**config.mk**
```make
export PLATFORM = sky130hd
export DESIGN_NAME = flac_metadata_block_parser_top
export DESIGN_NICKNAME = d
export VERILOG_FILES = /design/src/rtl/fmbp_pkg.sv /design/src/rtl/fmbp_in_stage.sv /design/src/rtl/fmbp_parser.sv /design/src/rtl/fmbp_info_decode.sv /design/src/rtl/flac_metadata_block_parser_top.sv
export SDC_FILE = /design/constraint.sdc
export NUM_CORES = 1
export LEC_CHECK = 0
export BUFFER_PORTS_ARGS = -buffer_cell sky130_fd_sc_hd__buf_2
export CAP_MARGIN = 20
export CORE_MARGIN = 2
export CORE_UTILIZATION = 40
export CTS_BUF_LIST = sky130_fd_sc_hd__clkbuf_4 sky130_fd_sc_hd__clkbuf_8
export DETAILED_ROUTE_END_ITERATION = 10
export PLACE_DENSITY = 0.63
export SLEW_MARGIN = 15
export SYNTH_ARGS = -nofsm -noshare
export SYNTH_HDL_FRONTEND = slang
export SYNTH_HIERARCHICAL = 1
export SYNTH_SLANG_ARGS = --single-unit
```
**constraint.sdc**
```tcl
create_clock -name clk_i -period 17.65 [get_ports clk_i]
set_input_delay 0.8825 -clock clk_i [delete_from_list [all_inputs] [get_ports clk_i]]
set_output_delay 0.8825 -clock clk_i [all_outputs]
set_load 0.03 [all_outputs]
```
**src/rtl/fmbp_pkg.sv**
```systemverilog
// ----------------------------------------------------------------------------
// fmbp_pkg
// Shared types and constants for the metadata block header parser.
// ----------------------------------------------------------------------------
package fmbp_pkg;

  // parse phase
  typedef enum logic [2:0] {
    PH_SIG  = 3'd0,
    PH_HDR  = 3'd1,
    PH_DATA = 3'd2,
    PH_DONE = 3'd3,
    PH_BAD  = 3'd4
  } phase_e;

  localparam logic [31:0] SIGNATURE     = 32'h664C_6143;  // "fLaC"
  localparam logic [23:0] STREAMINFO_MIN = 24'd34;
  localparam logic [6:0]  TYPE_STREAMINFO = 7'd0;
  localparam logic [23:0] SIG_LAST_IDX  = 24'd3;   // 4-byte signature
  localparam logic [23:0] HDR_LAST_IDX  = 24'd3;   // 4-byte header
  localparam logic [23:0] INFO_FIRST    = 24'd10;  // captured data bytes 10..17
  localparam logic [23:0] INFO_LAST     = 24'd17;

  localparam logic STATUS_BLOCK   = 1'b0;
  localparam logic STATUS_BAD_SIG = 1'b1;

  // one input request
  typedef struct packed {
    logic [7:0] data_byte;
    logic       file_start;
  } in_item_t;

  // raw record of a completed block, before decode
  typedef struct packed {
    logic        status;
    logic [6:0]  block_type;
    logic [23:0] block_length;
    logic        is_last_block;
    logic [63:0] capture;
  } blk_rec_t;

  // decoded result request
  typedef struct packed {
    logic        status;
    logic [6:0]  block_type;
    logic [23:0] block_length;
    logic        is_last_block;
    logic        info_valid;
    logic [19:0] sample_rate;
    logic [3:0]  channel_count;
    logic [5:0]  sample_bits;
    logic [35:0] total_samples;
  } result_t;

endpackage

```
**src/rtl/fmbp_in_stage.sv**
```systemverilog
// ----------------------------------------------------------------------------
// fmbp_in_stage
// Input register for byte requests; holds one request until the parser takes it.
// ----------------------------------------------------------------------------
module fmbp_in_stage (
  input  logic              clk_i,
  input  logic              rst_ni,
  input  logic              in_valid_i,
  output logic              in_stall_o,
  input  fmbp_pkg::in_item_t in_item_i,
  input  logic              advance_i,
  output logic              item_valid_o,
  output fmbp_pkg::in_item_t item_o
);

  logic               valid_q, valid_d;
  fmbp_pkg::in_item_t item_q, item_d;
  logic               load;

  // register is free when empty or its request is consumed this cycle
  assign load       = !valid_q || advance_i;
  assign in_stall_o = !load;

  always_comb begin
    valid_d = valid_q;
    item_d  = item_q;
    if (load) begin
      valid_d = in_valid_i;
      item_d  = in_item_i;
    end
  end

  always_ff @(posedge clk_i or negedge rst_ni) begin
    if (!rst_ni) begin
      valid_q <= 1'b0;
    end else begin
      valid_q <= valid_d;
    end
  end

  always_ff @(posedge clk_i) begin
    item_q <= item_d;
  end

  assign item_valid_o = valid_q;
  assign item_o       = item_q;

endmodule

```
**src/rtl/fmbp_parser.sv**
```systemverilog
// ----------------------------------------------------------------------------
// fmbp_parser
// Signature check, header walk and data byte count; one byte per fire.
// ----------------------------------------------------------------------------
module fmbp_parser (
  input  logic               clk_i,
  input  logic               rst_ni,
  input  logic               fire_i,
  input  fmbp_pkg::in_item_t item_i,
  output logic               emit_o,
  output fmbp_pkg::blk_rec_t rec_o
);

  fmbp_pkg::phase_e phase_q, phase_d, ph;
  logic [23:0] idx_q, idx_d, idx;
  logic [6:0]  type_q, type_d, typ;
  logic [23:0] len_q, len_d, len;
  logic        last_q, last_d, lst;
  logic [63:0] cap_q, cap_d, cap;
  logic [24:0] idx_inc;
  logic [31:0] sig_word;
  logic [7:0]  b;

  always_comb begin
    // file_start restarts from the reset state
    ph  = item_i.file_start ? fmbp_pkg::PH_SIG : phase_q;
    idx = item_i.file_start ? '0 : idx_q;
    typ = item_i.file_start ? '0 : type_q;
    len = item_i.file_start ? '0 : len_q;
    lst = item_i.file_start ? 1'b0 : last_q;
    cap = item_i.file_start ? '0 : cap_q;
    b   = item_i.data_byte;

    idx_inc  = {1'b0, idx} + 25'd1;
    sig_word = {cap[23:0], b};

    phase_d = ph;
    idx_d   = idx;
    type_d  = typ;
    len_d   = len;
    last_d  = lst;
    cap_d   = cap;
    emit_o  = 1'b0;
    rec_o   = '0;

    case (ph)
      fmbp_pkg::PH_SIG: begin
        cap_d = {32'd0, sig_word};
        idx_d = idx_inc[23:0];
        if (idx == fmbp_pkg::SIG_LAST_IDX) begin
          idx_d = '0;
          cap_d = '0;
          if (sig_word == fmbp_pkg::SIGNATURE) begin
            phase_d = fmbp_pkg::PH_HDR;
          end else begin
            phase_d      = fmbp_pkg::PH_BAD;
            emit_o       = 1'b1;
            rec_o.status = fmbp_pkg::STATUS_BAD_SIG;
          end
        end
      end
      fmbp_pkg::PH_HDR: begin
        if (idx == '0) begin
          last_d = b[7];
          type_d = b[6:0];
          len_d  = '0;
        end else begin
          len_d = {len[15:0], b};
        end
        idx_d = idx_inc[23:0];
        if (idx == fmbp_pkg::HDR_LAST_IDX) begin
          idx_d = '0;
          cap_d = '0;
          if (len_d == '0) begin
            // empty block completes on its last header byte
            emit_o  = 1'b1;
            phase_d = last_d ? fmbp_pkg::PH_DONE : fmbp_pkg::PH_HDR;
          end else begin
            phase_d = fmbp_pkg::PH_DATA;
          end
        end
      end
      fmbp_pkg::PH_DATA: begin
        if (idx inside {[fmbp_pkg::INFO_FIRST:fmbp_pkg::INFO_LAST]}) begin
          cap_d = {cap[55:0], b};
        end
        if (idx_inc >= {1'b0, len}) begin
          emit_o  = 1'b1;
          idx_d   = '0;
          phase_d = lst ? fmbp_pkg::PH_DONE : fmbp_pkg::PH_HDR;
        end else begin
          idx_d = idx_inc[23:0];
        end
      end
      default: begin
        // done or bad signature: ignore until file_start
      end
    endcase

    if (emit_o && (ph != fmbp_pkg::PH_SIG)) begin
      rec_o.status        = fmbp_pkg::STATUS_BLOCK;
      rec_o.block_type    = type_d;
      rec_o.block_length  = len_d;
      rec_o.is_last_block = last_d;
      rec_o.capture       = cap_d;
    end
  end

  always_ff @(posedge clk_i or negedge rst_ni) begin
    if (!rst_ni) begin
      phase_q <= fmbp_pkg::PH_SIG;
      idx_q   <= '0;
      type_q  <= '0;
      len_q   <= '0;
      last_q  <= 1'b0;
      cap_q   <= '0;
    end else if (fire_i) begin
      phase_q <= phase_d;
      idx_q   <= idx_d;
      type_q  <= type_d;
      len_q   <= len_d;
      last_q  <= last_d;
      cap_q   <= cap_d;
    end
  end

endmodule

```
**src/rtl/fmbp_info_decode.sv**
```systemverilog
// ----------------------------------------------------------------------------
// fmbp_info_decode
// Unpacks the STREAMINFO fields from the captured bytes of a completed block.
// ----------------------------------------------------------------------------
module fmbp_info_decode (
  input  fmbp_pkg::blk_rec_t rec_i,
  output fmbp_pkg::result_t  res_o
);

  logic [31:0] word;
  logic        ok;

  assign word = rec_i.capture[63:32];
  assign ok   = (rec_i.status == fmbp_pkg::STATUS_BLOCK)
             && (rec_i.block_type == fmbp_pkg::TYPE_STREAMINFO)
             && (rec_i.block_length >= fmbp_pkg::STREAMINFO_MIN);

  always_comb begin
    res_o               = '0;
    res_o.status        = rec_i.status;
    res_o.block_type    = rec_i.block_type;
    res_o.block_length  = rec_i.block_length;
    res_o.is_last_block = rec_i.is_last_block;
    if (ok) begin
      res_o.info_valid    = 1'b1;
      res_o.sample_rate   = word[31:12];
      res_o.channel_count = {1'b0, word[11:9]} + 4'd1;
      res_o.sample_bits   = {1'b0, word[8:4]} + 6'd1;
      res_o.total_samples = {word[3:0], rec_i.capture[31:0]};
    end
  end

endmodule

```
**src/rtl/flac_metadata_block_parser_top.sv**
```systemverilog
// ----------------------------------------------------------------------------
// flac_metadata_block_parser_top
// Byte-stream parser for the signature and metadata block headers of a file.
// ----------------------------------------------------------------------------
// Input channel: one file byte per request (data_byte_i, file_start_i) on
//   in_valid_i / in_stall_o. file_start_i marks the first byte of a file and
//   restarts the parse with that byte as signature byte 0.
// Output channel: one result request per completed metadata block, or one with
//   status_o = 1 on the fourth byte of a bad signature, on out_valid_o /
//   out_stall_i. Most bytes give no result.
// Path: an accepted byte lands in the input register; the combinational
//   parse step loads any result into the output register as the byte
//   advances.
// Throughput: one byte per cycle while no result waits on out_stall_i;
//   the parse step between the two registers is combinational.
// Stall: while out_stall_i holds a waiting result, the parser keeps working
//   on bytes that give no result; a byte that gives a result waits in the
//   input register and in_stall_o goes high until the output register frees.
// Reset: both registers empty, parse state back to awaiting the signature.
// ----------------------------------------------------------------------------
module flac_metadata_block_parser_top (
  input  logic        clk_i,
  input  logic        rst_ni,
  input  logic        in_valid_i,
  output logic        in_stall_o,
  input  logic [7:0]  data_byte_i,
  input  logic        file_start_i,
  output logic        out_valid_o,
  input  logic        out_stall_i,
  output logic        status_o,
  output logic [6:0]  block_type_o,
  output logic [23:0] block_length_o,
  output logic        is_last_block_o,
  output logic        info_valid_o,
  output logic [19:0] sample_rate_o,
  output logic [3:0]  channel_count_o,
  output logic [5:0]  sample_bits_o,
  output logic [35:0] total_samples_o
);

  fmbp_pkg::in_item_t in_item;
  fmbp_pkg::in_item_t item;
  fmbp_pkg::blk_rec_t rec;
  fmbp_pkg::result_t  res;
  fmbp_pkg::result_t  res_q, res_d;
  logic               item_valid;
  logic               advance;
  logic               emit;
  logic               out_valid_q, out_valid_d;
  logic               out_free;
  logic               out_load;

  assign in_item.data_byte  = data_byte_i;
  assign in_item.file_start = file_start_i;

  fmbp_in_stage u_in_stage (
    .clk_i       (clk_i),
    .rst_ni      (rst_ni),
    .in_valid_i  (in_valid_i),
    .in_stall_o  (in_stall_o),
    .in_item_i   (in_item),
    .advance_i   (advance),
    .item_valid_o(item_valid),
    .item_o      (item)
  );

  // A byte with no result moves whatever the output side does; a byte that
  // gives a result moves only when the output register is empty or draining.
  assign out_free = !out_valid_q || !out_stall_i;
  assign advance  = item_valid && (out_free || !emit);

  fmbp_parser u_parser (
    .clk_i (clk_i),
    .rst_ni(rst_ni),
    .fire_i(advance),
    .item_i(item),
    .emit_o(emit),
    .rec_o (rec)
  );

  fmbp_info_decode u_decode (
    .rec_i(rec),
    .res_o(res)
  );

  // output register
  assign out_load = advance && emit;

  always_comb begin
    out_valid_d = out_valid_q;
    res_d       = res_q;
    if (out_load) begin
      out_valid_d = 1'b1;
      res_d       = res;
    end else if (out_free) begin
      out_valid_d = 1'b0;
    end
  end

  always_ff @(posedge clk_i or negedge rst_ni) begin
    if (!rst_ni) begin
      out_valid_q <= 1'b0;
    end else begin
      out_valid_q <= out_valid_d;
    end
  end

  always_ff @(posedge clk_i) begin
    res_q <= res_d;
  end

  assign out_valid_o     = out_valid_q;
  assign status_o        = res_q.status;
  assign block_type_o    = res_q.block_type;
  assign block_length_o  = res_q.block_length;
  assign is_last_block_o = res_q.is_last_block;
  assign info_valid_o    = res_q.info_valid;
  assign sample_rate_o   = res_q.sample_rate;
  assign channel_count_o = res_q.channel_count;
  assign sample_bits_o   = res_q.sample_bits;
  assign total_samples_o = res_q.total_samples;

endmodule
```
==> results of run 1 <==
## kinds of logic (layout without fill, tap and decap cells)
family | count (synthesis) | in the layout | synth area share
flops | 234 | 234 | 0.504
simple gates | 371 | 371 | 0.149
fa+ha+maj | 30 | 30 | 0.0295
compound gates | 404 | 404 | 0.230
buf+inv | 175 | 238 | 0.0705
xor+xnor | 24 | 24 | 0.0165
## area by class of cell
class	instances	area (um^2)
Inverter	26	97.6
Timing Repair Buffer	134	727
Clock buffer	67	841
Sequential cell	234	6400
Tap cell	402	503
Clock inverter	11	91.3
Fill cell	3016	17200
Multi-Input combinational cell	829	5480
## power breakdown
part	switching (uW)	leakage, uW	internal (uW)
Combinational	275	0.00207	105
Clock	234	0.000487	319
Sequential	59.6	0.00278	630
Total	569	0.00533	1050
## cells in the final DEF (no fill, tap or decap), drive strengths merged, types with 5 or more instances in the layout
master,netlist,final
and3,11,11
a32oi,8,8
a32o,10,10
a221o,11,11
a21oi,116,116
nor2,43,43
nor4,17,17
a211oi,9,9
o21ai,37,37
clkbuf,69,67
ha,30,30
nor3,10,10
dfrtp,125,125
or4,5,5
a22o,97,97
clkinv,0,6
inv,26,27
xor2,10,10
xnor2,14,14
nand3,141,141
nor2b,29,29
nand2,81,81
edfxtp,109,109
nand4,10,10
buf,80,134
a22oi,82,82
## critical path, cell delays in order, from the launching register on
cell       delay, ns
edfxtp_1        0.35
buf_4           0.32
inv_2           0.17
nand2_1         0.12
inv_1           0.18
ha_1            0.28
and4_1          0.45
nand4_1         0.23
o21ai_0         0.29
ha_1            0.29
nand3_1         0.13
nor3_1          0.06
a221oi_1        0.36
o2111ai_1       0.36
o21bai_4        0.22
buf_4           0.41
buf_4           0.61
a21oi_1         0.23
or4_4           0.55
a2111oi_4       0.35
buf_4           0.57
a21oi_1         0.19
## registers in the layout, summed over array words and instances (netlist names), 3 cells and up
signal / flops
u_parser/cap_q: 64
total_samples_o: 36
block_length_o: 24
u_parser/idx_q: 24
u_parser/len_q: 24
sample_rate_o: 20
u_in_stage/item_o: 9
block_type_o: 7
u_parser/type_q: 7
sample_bits_o: 6
channel_count_o: 4
u_parser/phase_q: 3
## through the flow
step,power (uW),util,hold WS [ns],cell area [um^2]
floorplan,953,-,0.473,12700
global placement,1060,0.421,0.489,13200
detailed placement,1070,0.421,0.492,13200
CTS,1620,0.451,0.432,14100
global route,1690,0.451,0.479,14100
finish,1620,0.451,0.415,14100
## how the worst max path moves through the flow
stage | endpoint | slack (ns) | cells after the start
after floorplan | block_length_o[0] | 10.31 | 22
after global placement | sample_bits_o[5] | 10.77 | 21
after detailed placement | sample_bits_o[5] | 10.64 | 21
after CTS | sample_bits_o[5] | 10.65 | 21
after global routing | sample_bits_o[5] | 10.05 | 21
final | total_samples_o[17] | 10.48 | 21
## layer usage
metal | wire length, um | GRT usage
met2 | 16300 | 0.320
met3 | 3090 | 0.0465
met1 | 16800 | 0.324
met5 | 0 | 0
met4 | 853 | 0.0677
==> results.txt, run 1 <==
Setup violators final = 0
Top-count cell post-synth = nand3_1
Largest area contributor in the netlist = edfxtp_1
Vias in the first global route = 9974
Critical Path Source Type = flip-flop
Fin cells = 1703
Tmin final = 7.17 ns
Dpl cells = 1625
Slew headroom = 0.279
Maxcap violations = 0
Setup WS pre-CTS = 10.64 ns
HPWL after DPL = 23800 um
Routability Congestion = 1.02
Crit-path max FO = 67
Peak supply drop = 0.0608 mV
Final setup margin = 10.48 ns
Die Y = 182 um
Bufs on Longest Clock Path = 3
RSZ-0062 raised after global routing = false
Synth Instances = 1238
TNS Setup = 0 ns
CTS tree = built
H-Tree Level Count = 2
Post-synth top flop = dfrtp_1
Leak pwr = 0.00533 uW
Synth Register Bits = 234
Clk_lat worst skew = 0.56 ns
1st-iter DRT viols = 1240
Seq/Total Area, Yosys = 0.504
Synth Area per Inst = 10.3 um^2
CTS Sinks = 234
Number of cell rows = 65
Clock slew at reported path FFs = 0.07 ns
HP Class = in -> async
Die Wd = 182 um
Final Hold Fails = 0
Layout area overhead = 11.3%
DIE AREA = 0.0332 mm^2
Post-CTS setup buffers = 0
Area share of the largest cell type after synthesis = 0.258
Worst reg2reg path depth = 21
WP data arrival = 7.42 ns
Post-synth EDFFs = 109
Most common library cells after synthesis = nand3_1, dfrtp_1, a21oi_1
# IOs = 115
First-pass GRT wire length = 58000 um
Initial core utilization = 0.405
WP data required = 17.90 ns
Hold_buf cts = 0
Largest net degree at the start of global routing = 92
Vias per std cell = 6.16
Mapped Area = 0.0127 mm^2
Share of cells above drive strength 1 = 0.183
Final net count = 1310
Port bufs = 114
Initial antenna violation count = 0
ANT nets after route = 0
Max Freq = 0.140 GHz
Status = complete, no violations
Cts repair resizes = 0
CTS buffer count = 42
Slew Limit Fails = 0
Routed vias = 10500
First-pass DRT Iterations = 5
Ant diodes = 0
Distinct cell type count after synthesis = 69
Power Density = 115 mW/mm^2
R2R Path Start = u_in_stage/item_o[0]
Synthesized Nets = 1281
Reg2Reg Capture Point = total_samples_o[17]
Area contributors post-synth = edfxtp_1, dfrtp_1, a22o_1
Root buf cell = clkbuf_8
Total GRT Usage = 0.219
Grt ovf = 0
DRC = 0
Core area = 0.0314 mm^2
Actual slew at the worst max-slew pin = 1.08 ns
Critical path class = reg -> reg
Worst Setup SP = u_in_stage/item_o[0]
Fraction of registers with async set/reset = 0.534
Wire per inst = 21.8 um
CP endpoint kind = flip-flop
Yosys warnings = 6
Final Cycle Share = 0.406
Final WL = 37100 um
Clock Skew = 0.0364 ns
Reg2Reg Setup Slack = 10.48 ns
Power figures use the tool's default switching activity.
==> run 2, diff against run 1 <==
==> constraint.sdc (replaced) <==
create_clock -name clk_i -period 7.35 [get_ports clk_i]
set_input_delay 0.3675 -clock clk_i [delete_from_list [all_inputs] [get_ports clk_i]]
set_output_delay 0.3675 -clock clk_i [all_outputs]
set_load 0.03 [all_outputs]
==> results.txt, run 2 (synthesis gave the netlist of run 1 again) <==
Sequential Power Share = 0.426
H-Tree Level Count = 2
Tmin final = 6.44 ns
Root buf cell = clkbuf_8
Routed vias = 10600
ANT nets after route = 0
Final Hold Fails = 0
Vias per std cell = 6.18
Port bufs = 114
Initial core utilization = 0.405
Switching power = 1340 uW
CTS tree = built
Final Cycle Share = 0.876
First-pass DRT Iterations = 6
Most frequent cells in the layout = nand3_1, dfrtp_1, a21oi_1
TNS Setup = 0 ns
Share of cells above drive strength 1 = 0.183
First-pass GRT wire length = 59200 um
Clock power frac = 0.334
Bufs on Longest Clock Path = 3
Number of cell rows = 65
Largest net degree at the start of global routing = 81
Core area = 0.0314 mm^2
Status = complete, no violations
Fin area = 0.0143 mm^2
Number of fillers in the final layout = 2974
Cts repair resizes = 0
Slew Limit Fails = 0
Clk_lat worst skew = 0.56 ns
Vias in the first global route = 10100
Comb power frac = 0.241
Die Wd = 182 um
Wire per inst = 21.8 um
Critical Path Source Type = flip-flop
Initial antenna violation count = 1
Crit-path max FO = 58
Clock Skew = 0.0250 ns
Grt ovf = 0
Post-CTS setup buffers = 0
Power Density = 271 mW/mm^2
1st-iter DRT viols = 1301
Max reg flops = 64
Die Y = 182 um
WP data arrival = 6.82 ns
CTS buffer count = 40
Setup violators final = 0
Final net count = 1328
Routability Congestion = 0.968
WP data required = 7.73 ns
Actual slew at the worst max-slew pin = 1.18 ns
Critical path class = reg -> reg
CTS Sinks = 234
Slew headroom = 0.214
Clock slew at reported path FFs = 0.06 ns
# IOs = 115
CP endpoint kind = flip-flop
Layout area overhead = 12.7%
Peak supply drop = 0.110 mV
Largest register by flop count = u_parser/cap_q
RSZ-0062 raised after global routing = false
Leak pwr = 0.00541 uW
Cell Int Power = 2540 uW
DRC = 0
Maxcap violations = 0
DP Area = 0.0133 mm^2
Switching portion of total power = 0.346
Total GRT Usage = 0.224
Final WL = 37400 um
HPWL after DPL = 24500 um
Most common cell after layout, fill and taps aside = nand3_1
Max Freq = 0.155 GHz
HP Class = in -> reg
DIE AREA = 0.0332 mm^2
==> run 2: final cells by class <==
class / count / area (um^2) / share of cell area
repair buffers: 154 / 945 / 0.0660
flip-flops and latches: 234 / 6400 / 0.447
well taps: 402 / 503 / 0.0351
multi-input cells: 829 / 5480 / 0.383
clock buffers: 62 / 753 / 0.0526
inverters: 26 / 97.6 / 0.00682
clock inverters: 11 / 129 / 0.00900
diodes: 1 / 2.50 / 0.000175
==> run 2: repair_timing <==
| action | 4_1_cts | 5_1_grt |
|---|---|---|
| endpoints found under the setup margin | 0 | 0 |
| hold buffers | 9 | 0 |
| hold endpoints to repair | 73 | 0 |
==> run 2: worst max-delay path, stage by stage, from the launching register on <==
cell and delay [ns]:
edfxtp_1 0.42, inv_2 0.25, nand2_1 0.17, inv_1 0.20
ha_1 0.29, and4_1 0.44, nand4_1 0.23, o21ai_0 0.33
ha_1 0.30, nand3_1 0.13, nor3_1 0.06, a221oi_1 0.34
o2111ai_1 0.32, o21bai_4 0.60, buf_4 0.56, a22oi_1 0.23
nor4_2 0.35, buf_4 0.54, nand3_1 0.26, a21oi_1 0.20
==> run 2: worst paths after layout <==
check	to	depth (start not counted)	start	slack (ns)
min in group asynchronous	u_parser/idx_q[10]	2	rst_ni	0.48
worst min-delay path	u_in_stage/item_o[2]	1	data_byte_i[1]	0.03
worst max-delay path	total_samples_o[13]	19	u_in_stage/item_o[0]	0.91
max in group asynchronous	u_parser/cap_q[30]	3	rst_ni	5.52
worst min register to register	u_parser/cap_q[62]	1	u_parser/cap_q[62]	0.51
worst max register to register	total_samples_o[13]	19	u_in_stage/item_o[0]	0.91
==> run 2: power groups by stage <==
stage                     Sequential, uW  Clock (uW)  Combinational (uW)
after detailed placement            1670           0                 911
final                               1660        1300                 935
after global routing                1670        1380                1000
after floorplan                     1700           0                 586
after CTS                           1650        1330                 916
after global placement              1670           0                 903
==> run 2: routing by layer <==
| layer | vias to the layer above | global-route usage | wire, um |
|---|---|---|---|
| met5 | - | 0 | 0 |
| li1 | 4788 | - | - |
| met3 | 63 | 0.0431 | 3320 |
| met2 | 503 | 0.332 | 16600 |
| met4 | 0 | 0.0626 | 815 |
| met1 | 5268 | 0.333 | 16700 |
==> run 2: metrics by stage <==
| stage | setup slack [ns] | hold slack [ns] | total power, uW | utilization | std cells |
|---|---|---|---|---|---|
| after detailed placement | 1.10 | 0.492 | 2580 | 0.424 | 1635 |
| after global placement | 1.22 | 0.489 | 2570 | 0.424 | 1634 |
| after global routing | 0.472 | 0.0114 | 4060 | 0.456 | 1718 |
| final | 0.908 | 0.0257 | 3890 | 0.456 | 1719 |
| after floorplan | 0.0117 | 0.0719 | 2290 | - | 1238 |
| after CTS | 1.05 | 0.00397 | 3900 | 0.455 | 1717 |
